$ cat src/correlation_symbol_demodulator_defines.svh
// assertion macros for the correlation symbol demodulator
`ifndef CORRELATION_SYMBOL_DEMODULATOR_DEFINES_SVH
`define CORRELATION_SYMBOL_DEMODULATOR_DEFINES_SVH

// same-cycle implication, checked out of reset
`define CSD_ASSERT_NOW(label, ante, cons, msg) \
    label: assert property (@(posedge i_clk) disable iff (!i_rst_n) (ante) |-> (cons)) \
        else $error(msg);

// next-cycle implication, checked out of reset
`define CSD_ASSERT_NEXT(label, ante, cons, msg) \
    label: assert property (@(posedge i_clk) disable iff (!i_rst_n) (ante) |=> (cons)) \
        else $error(msg);

`endif

$ cat src/csd_pkg.sv
// package: types, constants and coefficients of the correlation symbol demodulator
`default_nettype none

package csd_pkg;

    localparam int SAMPLE_WIDTH       = 16;
    localparam int SAMPLES_PER_SYMBOL = 4;
    localparam int SPS_BITS           = $clog2(SAMPLES_PER_SYMBOL);
    localparam int WIN_LEN            = 5;
    localparam int NUM_TAPS           = WIN_LEN - 1;
    localparam int COEF_W             = 17;
    localparam int PROD_W             = SAMPLE_WIDTH + COEF_W;
    localparam int SUM_W              = PROD_W + $clog2(NUM_TAPS);

    localparam int OFFSET_W  = 2;
    localparam int LENGTH_W  = 13;
    localparam int COUNT_W   = 13;
    localparam int INDEX_W   = 10;
    localparam int CFG_IDX_W = 1;
    localparam int CFG_DATA_W = LENGTH_W;

    localparam logic [CFG_IDX_W-1:0] CFG_START_OFFSET  = CFG_IDX_W'(0);
    localparam logic [CFG_IDX_W-1:0] CFG_PACKET_LENGTH = CFG_IDX_W'(1);

    localparam logic [OFFSET_W-1:0] START_OFFSET_RST  = OFFSET_W'(2);
    localparam logic [LENGTH_W-1:0] PACKET_LENGTH_RST = LENGTH_W'(1024);
    localparam logic [COUNT_W-1:0]  COUNT_MAX         = '1;

    typedef logic signed [SAMPLE_WIDTH-1:0] t_sample;
    typedef logic signed [COEF_W-1:0]       t_coef;
    typedef t_sample [NUM_TAPS-1:0]         t_win;

    // sin(k*pi/8) in Q1.15 for window entries 1..4, entry 0 has weight zero
    localparam t_coef [NUM_TAPS-1:0] TAP_COEF = '{
        t_coef'(32768), t_coef'(30274), t_coef'(23170), t_coef'(12540)
    };

    typedef struct packed {
        logic signed [SAMPLE_WIDTH-1:0] sample_re;
        logic signed [SAMPLE_WIDTH-1:0] sample_im;
        logic                           packet_start;
    } t_in_item;

    typedef struct packed {
        logic               data_bit;
        logic [INDEX_W-1:0] bit_index;
    } t_out_item;

    typedef struct packed {
        logic valid;
        logic pstart;
        logic dec;
    } t_ctl;

endpackage

`default_nettype wire

$ cat src/csd_front.sv
// input stage: sample window, packet sample counter and decision timing
`default_nettype none

module csd_front (
    input  wire logic                           i_clk,
    input  wire logic                           i_rst_n,
    input  wire logic                           i_accept,
    input  wire logic                           i_adv,
    input  wire csd_pkg::t_in_item              i_item,
    input  wire logic [csd_pkg::OFFSET_W-1:0]   i_start_offset,
    input  wire logic [csd_pkg::LENGTH_W-1:0]   i_packet_length,
    output csd_pkg::t_win                       o_win,
    output csd_pkg::t_ctl                       o_ctl
);
    import csd_pkg::*;

    t_win                r_win;
    logic [COUNT_W-1:0]  r_count;
    logic [COUNT_W-1:0]  n_count;
    logic [COUNT_W-1:0]  w_n;
    logic [COUNT_W-1:0]  w_rel;
    logic                w_dec;
    t_ctl                r_ctl;

    always_comb begin
        w_n     = i_item.packet_start ? '0 : r_count;
        n_count = (w_n == COUNT_MAX) ? w_n : w_n + COUNT_W'(1);
        w_rel   = w_n - COUNT_W'(i_start_offset);
        w_dec   = (w_n >= COUNT_W'(i_start_offset) + COUNT_W'(NUM_TAPS))
                  && (w_rel[SPS_BITS-1:0] == '0)
                  && (w_n < COUNT_W'(i_packet_length));
    end

    always_ff @(posedge i_clk) begin
        if (!i_rst_n) begin
            r_count   <= '0;
            r_ctl     <= '0;
        end else begin
            if (i_accept) begin
                r_count <= n_count;
            end
            if (i_adv) begin
                r_ctl.valid  <= i_accept;
                r_ctl.pstart <= i_accept & i_item.packet_start;
                r_ctl.dec    <= i_accept & w_dec;
            end
        end
    end

    // window entry k+1 of the model sits in tap k, oldest first
    always_ff @(posedge i_clk) begin
        if (!i_rst_n) begin
            r_win <= '0;
        end else if (i_accept) begin
            for (int k = 0; k < NUM_TAPS - 1; k++) begin
                r_win[k] <= r_win[k+1];
            end
            r_win[NUM_TAPS-1] <= i_item.sample_im;
        end
    end

    assign o_win = r_win;
    assign o_ctl = r_ctl;

endmodule

`default_nettype wire

$ cat src/csd_corr.sv
// correlator: constant-coefficient products, then sum and sign decision
`default_nettype none

module csd_corr (
    input  wire logic          i_clk,
    input  wire logic          i_rst_n,
    input  wire logic          i_adv,
    input  wire csd_pkg::t_win i_win,
    input  wire csd_pkg::t_ctl i_ctl,
    output csd_pkg::t_ctl      o_ctl,
    output logic               o_decision
);
    import csd_pkg::*;

    logic signed [PROD_W-1:0] n_prod [NUM_TAPS];
    logic signed [PROD_W-1:0] r_prod [NUM_TAPS];
    logic signed [SUM_W-1:0]  n_sum;
    t_ctl                     r_ctl_p;
    t_ctl                     r_ctl_d;
    logic                     r_decision;

    always_comb begin
        for (int k = 0; k < NUM_TAPS; k++) begin
            n_prod[k] = PROD_W'(i_win[k]) * PROD_W'(TAP_COEF[k]);
        end
        n_sum = '0;
        for (int k = 0; k < NUM_TAPS; k++) begin
            n_sum = n_sum + SUM_W'(r_prod[k]);
        end
    end

    always_ff @(posedge i_clk) begin
        if (!i_rst_n) begin
            r_ctl_p <= '0;
            r_ctl_d <= '0;
        end else if (i_adv) begin
            r_ctl_p <= i_ctl;
            r_ctl_d <= r_ctl_p;
        end
    end

    always_ff @(posedge i_clk) begin
        if (i_adv) begin
            for (int k = 0; k < NUM_TAPS; k++) begin
                r_prod[k] <= n_prod[k];
            end
            // negative correlation difference gives raw bit 0
            r_decision <= ~n_sum[SUM_W-1];
        end
    end

    assign o_ctl      = r_ctl_d;
    assign o_decision = r_decision;

endmodule

`default_nettype wire

$ cat src/csd_pair.sv
// differential decoder and output register
`default_nettype none

`include "correlation_symbol_demodulator_defines.svh"

module csd_pair (
    input  wire logic          i_clk,
    input  wire logic          i_rst_n,
    input  wire logic          i_adv,
    input  wire logic          i_stall,
    input  wire csd_pkg::t_ctl i_ctl,
    input  wire logic          i_decision,
    output logic               o_valid,
    output csd_pkg::t_out_item o_item
);
    import csd_pkg::*;

    logic               r_prev;
    logic               r_have_prev;
    logic [INDEX_W-1:0] r_dcount;
    logic               r_out_valid;
    t_out_item          r_out;

    logic               n_prev;
    logic               n_have_prev;
    logic [INDEX_W-1:0] n_dcount;
    logic               n_out_valid;

    logic               w_hp;
    logic [INDEX_W-1:0] w_dc;

    always_comb begin
        w_hp        = i_ctl.pstart ? 1'b0 : r_have_prev;
        w_dc        = i_ctl.pstart ? '0 : r_dcount;
        n_prev      = r_prev;
        n_have_prev = r_have_prev;
        n_dcount    = r_dcount;
        n_out_valid = 1'b0;
        if (i_ctl.valid) begin
            n_prev      = i_ctl.pstart ? 1'b0 : r_prev;
            n_have_prev = w_hp;
            n_dcount    = w_dc;
            if (i_ctl.dec) begin
                n_prev      = i_decision;
                n_have_prev = 1'b1;
                if (w_hp) begin
                    n_out_valid = 1'b1;
                    n_dcount    = w_dc + INDEX_W'(1);
                end
            end
        end
    end

    always_ff @(posedge i_clk) begin
        if (!i_rst_n) begin
            r_prev      <= 1'b0;
            r_have_prev <= 1'b0;
            r_dcount    <= '0;
            r_out_valid <= 1'b0;
        end else if (i_adv) begin
            r_prev      <= n_prev;
            r_have_prev <= n_have_prev;
            r_dcount    <= n_dcount;
            r_out_valid <= n_out_valid;
        end
    end

    always_ff @(posedge i_clk) begin
        if (i_adv) begin
            r_out.data_bit  <= (r_prev == i_decision);
            r_out.bit_index <= w_dc;
        end
    end

    assign o_valid = r_out_valid;
    assign o_item  = r_out;

    `CSD_ASSERT_NEXT(a_state_holds_on_stall, r_out_valid && i_stall, $stable(r_dcount) && $stable(r_prev), "decoder state moved while output stalled")
    `CSD_ASSERT_NEXT(a_no_spurious_result, i_adv && !(i_ctl.valid && i_ctl.dec), !r_out_valid, "result without a decision")
    `CSD_ASSERT_NEXT(a_first_decision_silent, i_adv && i_ctl.valid && i_ctl.pstart, !r_out_valid && (r_dcount == '0), "result on first sample of packet")

endmodule

`default_nettype wire

$ cat src/correlation_symbol_demodulator.sv
// o_out_valid rises once a sample has passed the window, product, decision and output registers
// throughput: one sample per cycle, all four register stages advance whenever the output is free
// the input stalls only while a finished result waits on a stalled output
// reset (synchronous, active low) clears window, counters, decoder state and valids,
// and loads start_offset 2 and packet_length 1024
`default_nettype none

module correlation_symbol_demodulator (
    input  wire logic                             i_clk,
    input  wire logic                             i_rst_n,
    input  wire logic                             i_in_valid,
    output logic                                  o_in_stall,
    input  wire csd_pkg::t_in_item                i_in_data,
    output logic                                  o_out_valid,
    input  wire logic                             i_out_stall,
    output csd_pkg::t_out_item                    o_out_data,
    input  wire logic                             i_cfg_we,
    input  wire logic [csd_pkg::CFG_IDX_W-1:0]    i_cfg_idx,
    input  wire logic [csd_pkg::CFG_DATA_W-1:0]   i_cfg_data
);
    import csd_pkg::*;

    logic [OFFSET_W-1:0] r_start_offset;
    logic [LENGTH_W-1:0] r_packet_length;
    logic                w_adv;
    logic                w_accept;
    t_win                w_win;
    t_ctl                w_ctl_s1;
    t_ctl                w_ctl_s3;
    logic                w_decision;

    assign w_adv      = ~o_out_valid | ~i_out_stall;
    assign w_accept   = i_in_valid & w_adv;
    assign o_in_stall = ~w_adv;

    always_ff @(posedge i_clk) begin
        if (!i_rst_n) begin
            r_start_offset  <= START_OFFSET_RST;
            r_packet_length <= PACKET_LENGTH_RST;
        end else if (i_cfg_we) begin
            unique case (i_cfg_idx)
                CFG_START_OFFSET:  r_start_offset  <= i_cfg_data[OFFSET_W-1:0];
                CFG_PACKET_LENGTH: r_packet_length <= i_cfg_data[LENGTH_W-1:0];
                default: ;
            endcase
        end
    end

    csd_front u_front (
        .i_clk           (i_clk),
        .i_rst_n         (i_rst_n),
        .i_accept        (w_accept),
        .i_adv           (w_adv),
        .i_item          (i_in_data),
        .i_start_offset  (r_start_offset),
        .i_packet_length (r_packet_length),
        .o_win           (w_win),
        .o_ctl           (w_ctl_s1)
    );

    csd_corr u_corr (
        .i_clk      (i_clk),
        .i_rst_n    (i_rst_n),
        .i_adv      (w_adv),
        .i_win      (w_win),
        .i_ctl      (w_ctl_s1),
        .o_ctl      (w_ctl_s3),
        .o_decision (w_decision)
    );

    csd_pair u_pair (
        .i_clk      (i_clk),
        .i_rst_n    (i_rst_n),
        .i_adv      (w_adv),
        .i_stall    (i_out_stall),
        .i_ctl      (w_ctl_s3),
        .i_decision (w_decision),
        .o_valid    (o_out_valid),
        .o_item     (o_out_data)
    );

endmodule

`default_nettype wire
$ cat config.mk
export PLATFORM = sky130hd
export DESIGN_NAME = correlation_symbol_demodulator
export DESIGN_NICKNAME = d
export VERILOG_FILES = /design/src/csd_pkg.sv /design/src/csd_front.sv /design/src/csd_corr.sv /design/src/csd_pair.sv /design/src/correlation_symbol_demodulator.sv
export VERILOG_INCLUDE_DIRS = /design/src /design/src/src
export SDC_FILE = /design/constraint.sdc
export NUM_CORES = 1
export LEC_CHECK = 0
export BUFFER_PORTS_ARGS = -buffer_cell sky130_fd_sc_hd__buf_2
export CAP_MARGIN = 20
export CORE_UTILIZATION = 35
export CTS_CLUSTER_DIAMETER = 120
export CTS_CLUSTER_SIZE = 40
export DETAILED_ROUTE_END_ITERATION = 8
export PLACE_DENSITY_LB_ADDON = 0.05
export SLEW_MARGIN = 10
export SYNTH_ARGS = -nofsm -noshare
export SYNTH_HDL_FRONTEND = slang
export SYNTH_SLANG_ARGS = --single-unit
$ cat constraint.sdc
create_clock -name i_clk -period 11.2 [get_ports i_clk]
set_input_delay 0.56 -clock i_clk [delete_from_list [all_inputs] [get_ports i_clk]]
set_output_delay 0.56 -clock i_clk [all_outputs]
set_load 0.05 [all_outputs]
==> metrics.txt <==
# TYPE chip_impl_metric gauge
chip_impl_metric{name="postLayoutSetupSlackWorst",unit="ns"} 5.12
chip_impl_metric{name="dr.pass1.iters",unit=""} 5
chip_impl_metric{name="core_area",unit="um2"} 64800
chip_impl_metric{name="net-switching-power",unit="uW"} 587
chip_impl_metric{name="fin_crit_sh",unit="%"} 54.3
chip_impl_metric{name="pwr-share-comb",unit="%"} 19.4
chip_impl_metric{name="wl_per_cell",unit="um"} 16.9
chip_impl_metric{name="postSynthAreaPerCell",unit="um2"} 10.3
chip_impl_metric{name="post_cts_buffers",unit=""} 0
chip_impl_metric{name="post-place-ws",unit="ns"} 5.19
chip_impl_metric{name="wirelength",unit="um"} 52900
chip_impl_metric{name="fp.dieArea",unit="um2"} 66900
chip_impl_metric{name="fill_cells",unit=""} 6471
chip_impl_metric{name="cts.htree.levels",unit=""} 1
chip_impl_metric{name="final_setup_violations",unit=""} 0
chip_impl_info{name="ctsRootBufferMaster",value="sky130_fd_sc_hd__clkbuf_16"} 1
chip_impl_metric{name="drv_cap",unit=""} 0
chip_impl_metric{name="cts_sinks",unit=""} 233
chip_impl_metric{name="post_drt_via_cell_ratio",unit=""} 4.75
chip_impl_metric{name="num_rows",unit=""} 93
chip_impl_metric{name="clock.fmax",unit="MHz"} 164
chip_impl_metric{name="pin_count",unit=""} 65
chip_impl_info{name="critical_path.endpoint_type",value="register"} 1
chip_impl_info{name="outcome",value="completed"} 1
chip_impl_metric{name="swShare",unit="%"} 30.4
chip_impl_metric{name="synthCells",unit=""} 2235
chip_impl_metric{name="post_cts_resize_count",unit=""} 0
chip_impl_info{name="tritoncts_clock_tree",value="done"} 1
chip_impl_info{name="timing.critical_path.from_type",value="register"} 1
chip_impl_metric{name="grt_use_total",unit="%"} 16.7
chip_impl_metric{name="nNetsFinal",unit=""} 2970
chip_impl_metric{name="number_of_flops_mapped_to_enable_cells_by_yosys",unit=""} 119
chip_impl_metric{name="die_h",unit="um"} 259
chip_impl_metric{name="holdBufCountCts",unit=""} 0
chip_impl_info{name="rsz0062_at_grt",value="no"} 1
chip_impl_metric{name="grt_antenna_before_repair",unit=""} 0
chip_impl_metric{name="post-layout-total-power",unit="uW"} 1930
chip_impl_metric{name="worstPathRequired",unit="ns"} 11.56
chip_impl_metric{name="max_slew.worst_pin.slew",unit="ns"} 0.943
chip_impl_metric{name="num_antenna_cells",unit=""} 0
chip_impl_metric{name="area_delta_synth_final",unit="%"} 7.23
chip_impl_metric{name="synthesis.yosys.warnings",unit=""} 0
chip_impl_metric{name="total_of_flip_flops_plus_latches_after_synthesis",unit=""} 233
chip_impl_metric{name="cts.reportedPaths.clkPinSlew",unit="ns"} 0.13
chip_impl_metric{name="peakVddDrop",unit="V"} 0.0000864
chip_impl_metric{name="first_pass_grt_wire_length",unit="um"} 88000
chip_impl_info{name="layout.cells.most_common",value="sky130_fd_sc_hd__inv_1"} 1
chip_impl_metric{name="first_global_vias",unit=""} 15978
chip_impl_metric{name="port-buffer-count",unit=""} 48
chip_impl_metric{name="synthesis.nets",unit=""} 2943
chip_impl_metric{name="grt_max_degree",unit=""} 70
chip_impl_metric{name="internal_power",unit="uW"} 1350
chip_impl_metric{name="clock_tree_buf_depth",unit=""} 3
chip_impl_info{name="mostFrequentLayoutCells",value="sky130_fd_sc_hd__inv_1, sky130_fd_sc_hd__ha_1, sky130_fd_sc_hd__fa_1"} 1
chip_impl_metric{name="remaining_drc_errors",unit=""} 0
chip_impl_metric{name="total_area_of_multi_input_combinational_cells",unit="um2"} 15400
chip_impl_metric{name="horizontal_extent_of_the_die",unit="um"} 259
chip_impl_metric{name="synthArstFlopShare",unit="%"} 0
chip_impl_metric{name="worst_relative_slew_slack",unit="%"} 37.2
chip_impl_metric{name="dr.first_iter.drc_count",unit=""} 533
chip_impl_metric{name="finalCriticalPeriod",unit="ns"} 6.08
chip_impl_metric{name="cp.arrival",unit="ns"} 6.44
chip_impl_metric{name="antenna_left",unit=""} 0
chip_impl_metric{name="post_route_cells_drive_above_1_share",unit="%"} 4.76
chip_impl_info{name="area_contributors_post_synth",value="sky130_fd_sc_hd__fa_1, sky130_fd_sc_hd__ha_1, sky130_fd_sc_hd__edfxtp_1, sky130_fd_sc_hd__dfxtp_1, sky130_fd_sc_hd__inv_1"} 1
chip_impl_metric{name="globalRoute.totalOverflow",unit=""} 0
chip_impl_metric{name="synth-seq-area-share",unit="%"} 25.4
chip_impl_metric{name="drv_slew",unit=""} 0
chip_impl_metric{name="initial_utilization",unit="%"} 35.6
chip_impl_metric{name="register_area",unit="um2"} 5860
chip_impl_metric{name="place_congestion",unit=""} 0.846
chip_impl_metric{name="totalNegativeSetupSlack",unit="ns"} 0
chip_impl_metric{name="power_density",unit="nW/um2"} 78.2
chip_impl_metric{name="netlist-cell-type-count",unit=""} 72
chip_impl_metric{name="via_count",unit=""} 14834
chip_impl_metric{name="clock_network_fraction_of_design_power",unit="%"} 29.9
chip_impl_metric{name="synth_area",unit="um2"} 23100
chip_impl_metric{name="leakage",unit="uW"} 0.0129
chip_impl_metric{name="cts_buffers",unit=""} 12
chip_impl_info{name="synth_area_leader_cell",value="sky130_fd_sc_hd__fa_1"} 1
chip_impl_info{name="worst-setup-path-type",value="register to register"} 1
chip_impl_metric{name="clock-skew-final",unit="ns"} 0.0557
chip_impl_metric{name="clock_latency",unit="ns"} 0.54
chip_impl_metric{name="hpwl",unit="um"} 42900
chip_impl_info{name="min_delay_path_class",value="input pin to register"} 1
chip_impl_metric{name="seq_power_share",unit="%"} 50.7
chip_impl_metric{name="timing.final.hold_violations",unit=""} 0
chip_impl_info{name="dominant_register_cell_in_the_synthesized_netlist",value="sky130_fd_sc_hd__edfxtp_1"} 1
chip_impl_metric{name="top_area_cell_type_share_of_the_netlist_area",unit="%"} 23.4
chip_impl_metric{name="timing.critical_path.fanout_max",unit=""} 14
-- area by class of cell --
cell class	count	area share (%)
Sequential cell	233	23.7
Clock inverter	6	0.369
Timing Repair Buffer	61	1.38
Multi-Input combinational cell	1520	62.2
Tap cell	855	4.33
Inverter	434	6.59
Clock buffer	14	1.42
-- logic make-up (layout without fill, tap and decap cells) --
kind of cell / Yosys count / in the layout / share of synthesized area, %
DFF: 233 / 233 / 25.4
buffers and inverters: 482 / 515 / 7.91
xor gates and xnor gates: 78 / 78 / 2.96
adders and majority gates: 656 / 656 / 44.4
muxes: 5 / 5 / 0.217
and+or+nand+nor: 450 / 450 / 9.14
AOI/OAI and AO/OA: 331 / 331 / 10.0
-- flip-flops by register name, summed over array words and instances (netlist names) --
register / flops
u_pair.r_dcount: 10
u_front.o_win: 64
u_pair.r_prev: 1
u_corr.r_ctl_p: 3
u_pair.o_item: 11
u_pair.r_have_prev: 1
u_front.o_ctl: 3
u_corr.o_decision: 1
u_pair.o_valid: 1
r_packet_length: 13
u_front.r_count: 13
u_corr.o_ctl: 3
u_corr.r_prod: 107
r_start_offset: 2
-- path summary, 6_finish.rpt --
check / cells after the start / from / slack [ns] / to
setup / recovery: 16 / u_front.o_win[15] / 5.12 / u_corr.r_prod[0][30]
hold / removal: 3 / i_cfg_data[1] / 0.26 / r_start_offset[1]
setup reg to reg: 16 / u_front.o_win[15] / 5.12 / u_corr.r_prod[0][30]
hold reg to reg: 2 / u_corr.r_ctl_p[0] / 0.46 / u_corr.o_ctl[0]
-- metrics by stage --
| stage | std cells | util, % | hold WS (ns) | area (um2) |
|---|---|---|---|---|
| 2_1_floorplan | 2235 | - | 0.430 | 23100 |
| 3_3_place_gp | 3103 | 37.5 | 0.451 | 24300 |
| 3_5_place_dp | 3103 | 37.5 | 0.456 | 24300 |
| 4_1_cts | 3123 | 38.1 | 0.232 | 24700 |
| 5_1_grt | 3123 | 38.1 | 0.245 | 24700 |
| 6_report | 3123 | 38.1 | 0.260 | 24700 |
-- cells in the mapped netlist (4+ instances only) --
master                       n
sky130_fd_sc_hd__ha_1      387
sky130_fd_sc_hd__nand2b_1    8
sky130_fd_sc_hd__nor2b_1    32
sky130_fd_sc_hd__o21ai_0    31
sky130_fd_sc_hd__fa_1      269
sky130_fd_sc_hd__a211oi_1    6
sky130_fd_sc_hd__dfxtp_1   114
sky130_fd_sc_hd__nand2_1   234
sky130_fd_sc_hd__and2_1     21
sky130_fd_sc_hd__inv_1     433
sky130_fd_sc_hd__a22oi_1     5
sky130_fd_sc_hd__nor4_1      9
sky130_fd_sc_hd__nor3_1     12
sky130_fd_sc_hd__nand3_1    21
sky130_fd_sc_hd__a21boi_0   88
sky130_fd_sc_hd__buf_2       6
sky130_fd_sc_hd__clkbuf_1   39
sky130_fd_sc_hd__o21bai_1   10
sky130_fd_sc_hd__xnor2_1    48
sky130_fd_sc_hd__a31oi_1    11
sky130_fd_sc_hd__edfxtp_1  119
sky130_fd_sc_hd__o211ai_1    8
sky130_fd_sc_hd__nor2_1     54
sky130_fd_sc_hd__mux2i_1     5
sky130_fd_sc_hd__a21oi_1    72
sky130_fd_sc_hd__o21ai_1    12
sky130_fd_sc_hd__nand4_1    20
sky130_fd_sc_hd__a21oi_2     4
sky130_fd_sc_hd__and3_1     10
sky130_fd_sc_hd__a21o_1     33
sky130_fd_sc_hd__xor2_1     30
sky130_fd_sc_hd__or3_1       7
sky130_fd_sc_hd__a211o_1     5
sky130_fd_sc_hd__o21a_1     10
-- worst max-delay path, stage by stage, from the launching register on --
cell and delay (ns):
sky130_fd_sc_hd__dfxtp_1 0.82, sky130_fd_sc_hd__inv_1 0.61, sky130_fd_sc_hd__fa_1 0.75, sky130_fd_sc_hd__inv_1 0.08, sky130_fd_sc_hd__fa_1 0.48, sky130_fd_sc_hd__inv_1 0.05, sky130_fd_sc_hd__fa_1 0.50, sky130_fd_sc_hd__fa_1 0.59
sky130_fd_sc_hd__inv_1 0.06, sky130_fd_sc_hd__ha_1 0.45, sky130_fd_sc_hd__nand2_1 0.18, sky130_fd_sc_hd__a221oi_1 0.31, sky130_fd_sc_hd__o2111ai_1 0.17, sky130_fd_sc_hd__a31oi_1 0.31, sky130_fd_sc_hd__o211a_1 0.24, sky130_fd_sc_hd__nor4_1 0.05
sky130_fd_sc_hd__a311oi_1 0.26
-- per-layer routing --
layer	vias up	part of all wire, %	wire length (um)	GRT usage (%)
li1	7381	-	-	-
met1	7303	48	25500	23.1
met2	124	49	25700	28.9
met3	26	1.7	908	1.24
met4	0	1.5	775	2.71
met5	-	0	0	0
-- power by group through the flow --
stage | clock network [uW] | logic [uW] | registers, uW
2_1_floorplan | 0 | 286 | 984
3_3_place_gp | 0 | 379 | 1000
3_5_place_dp | 0 | 382 | 1000
4_1_cts | 604 | 388 | 983
5_1_grt | 628 | 445 | 988
6_report | 578 | 375 | 980
(Power assumes the default switching activity.)
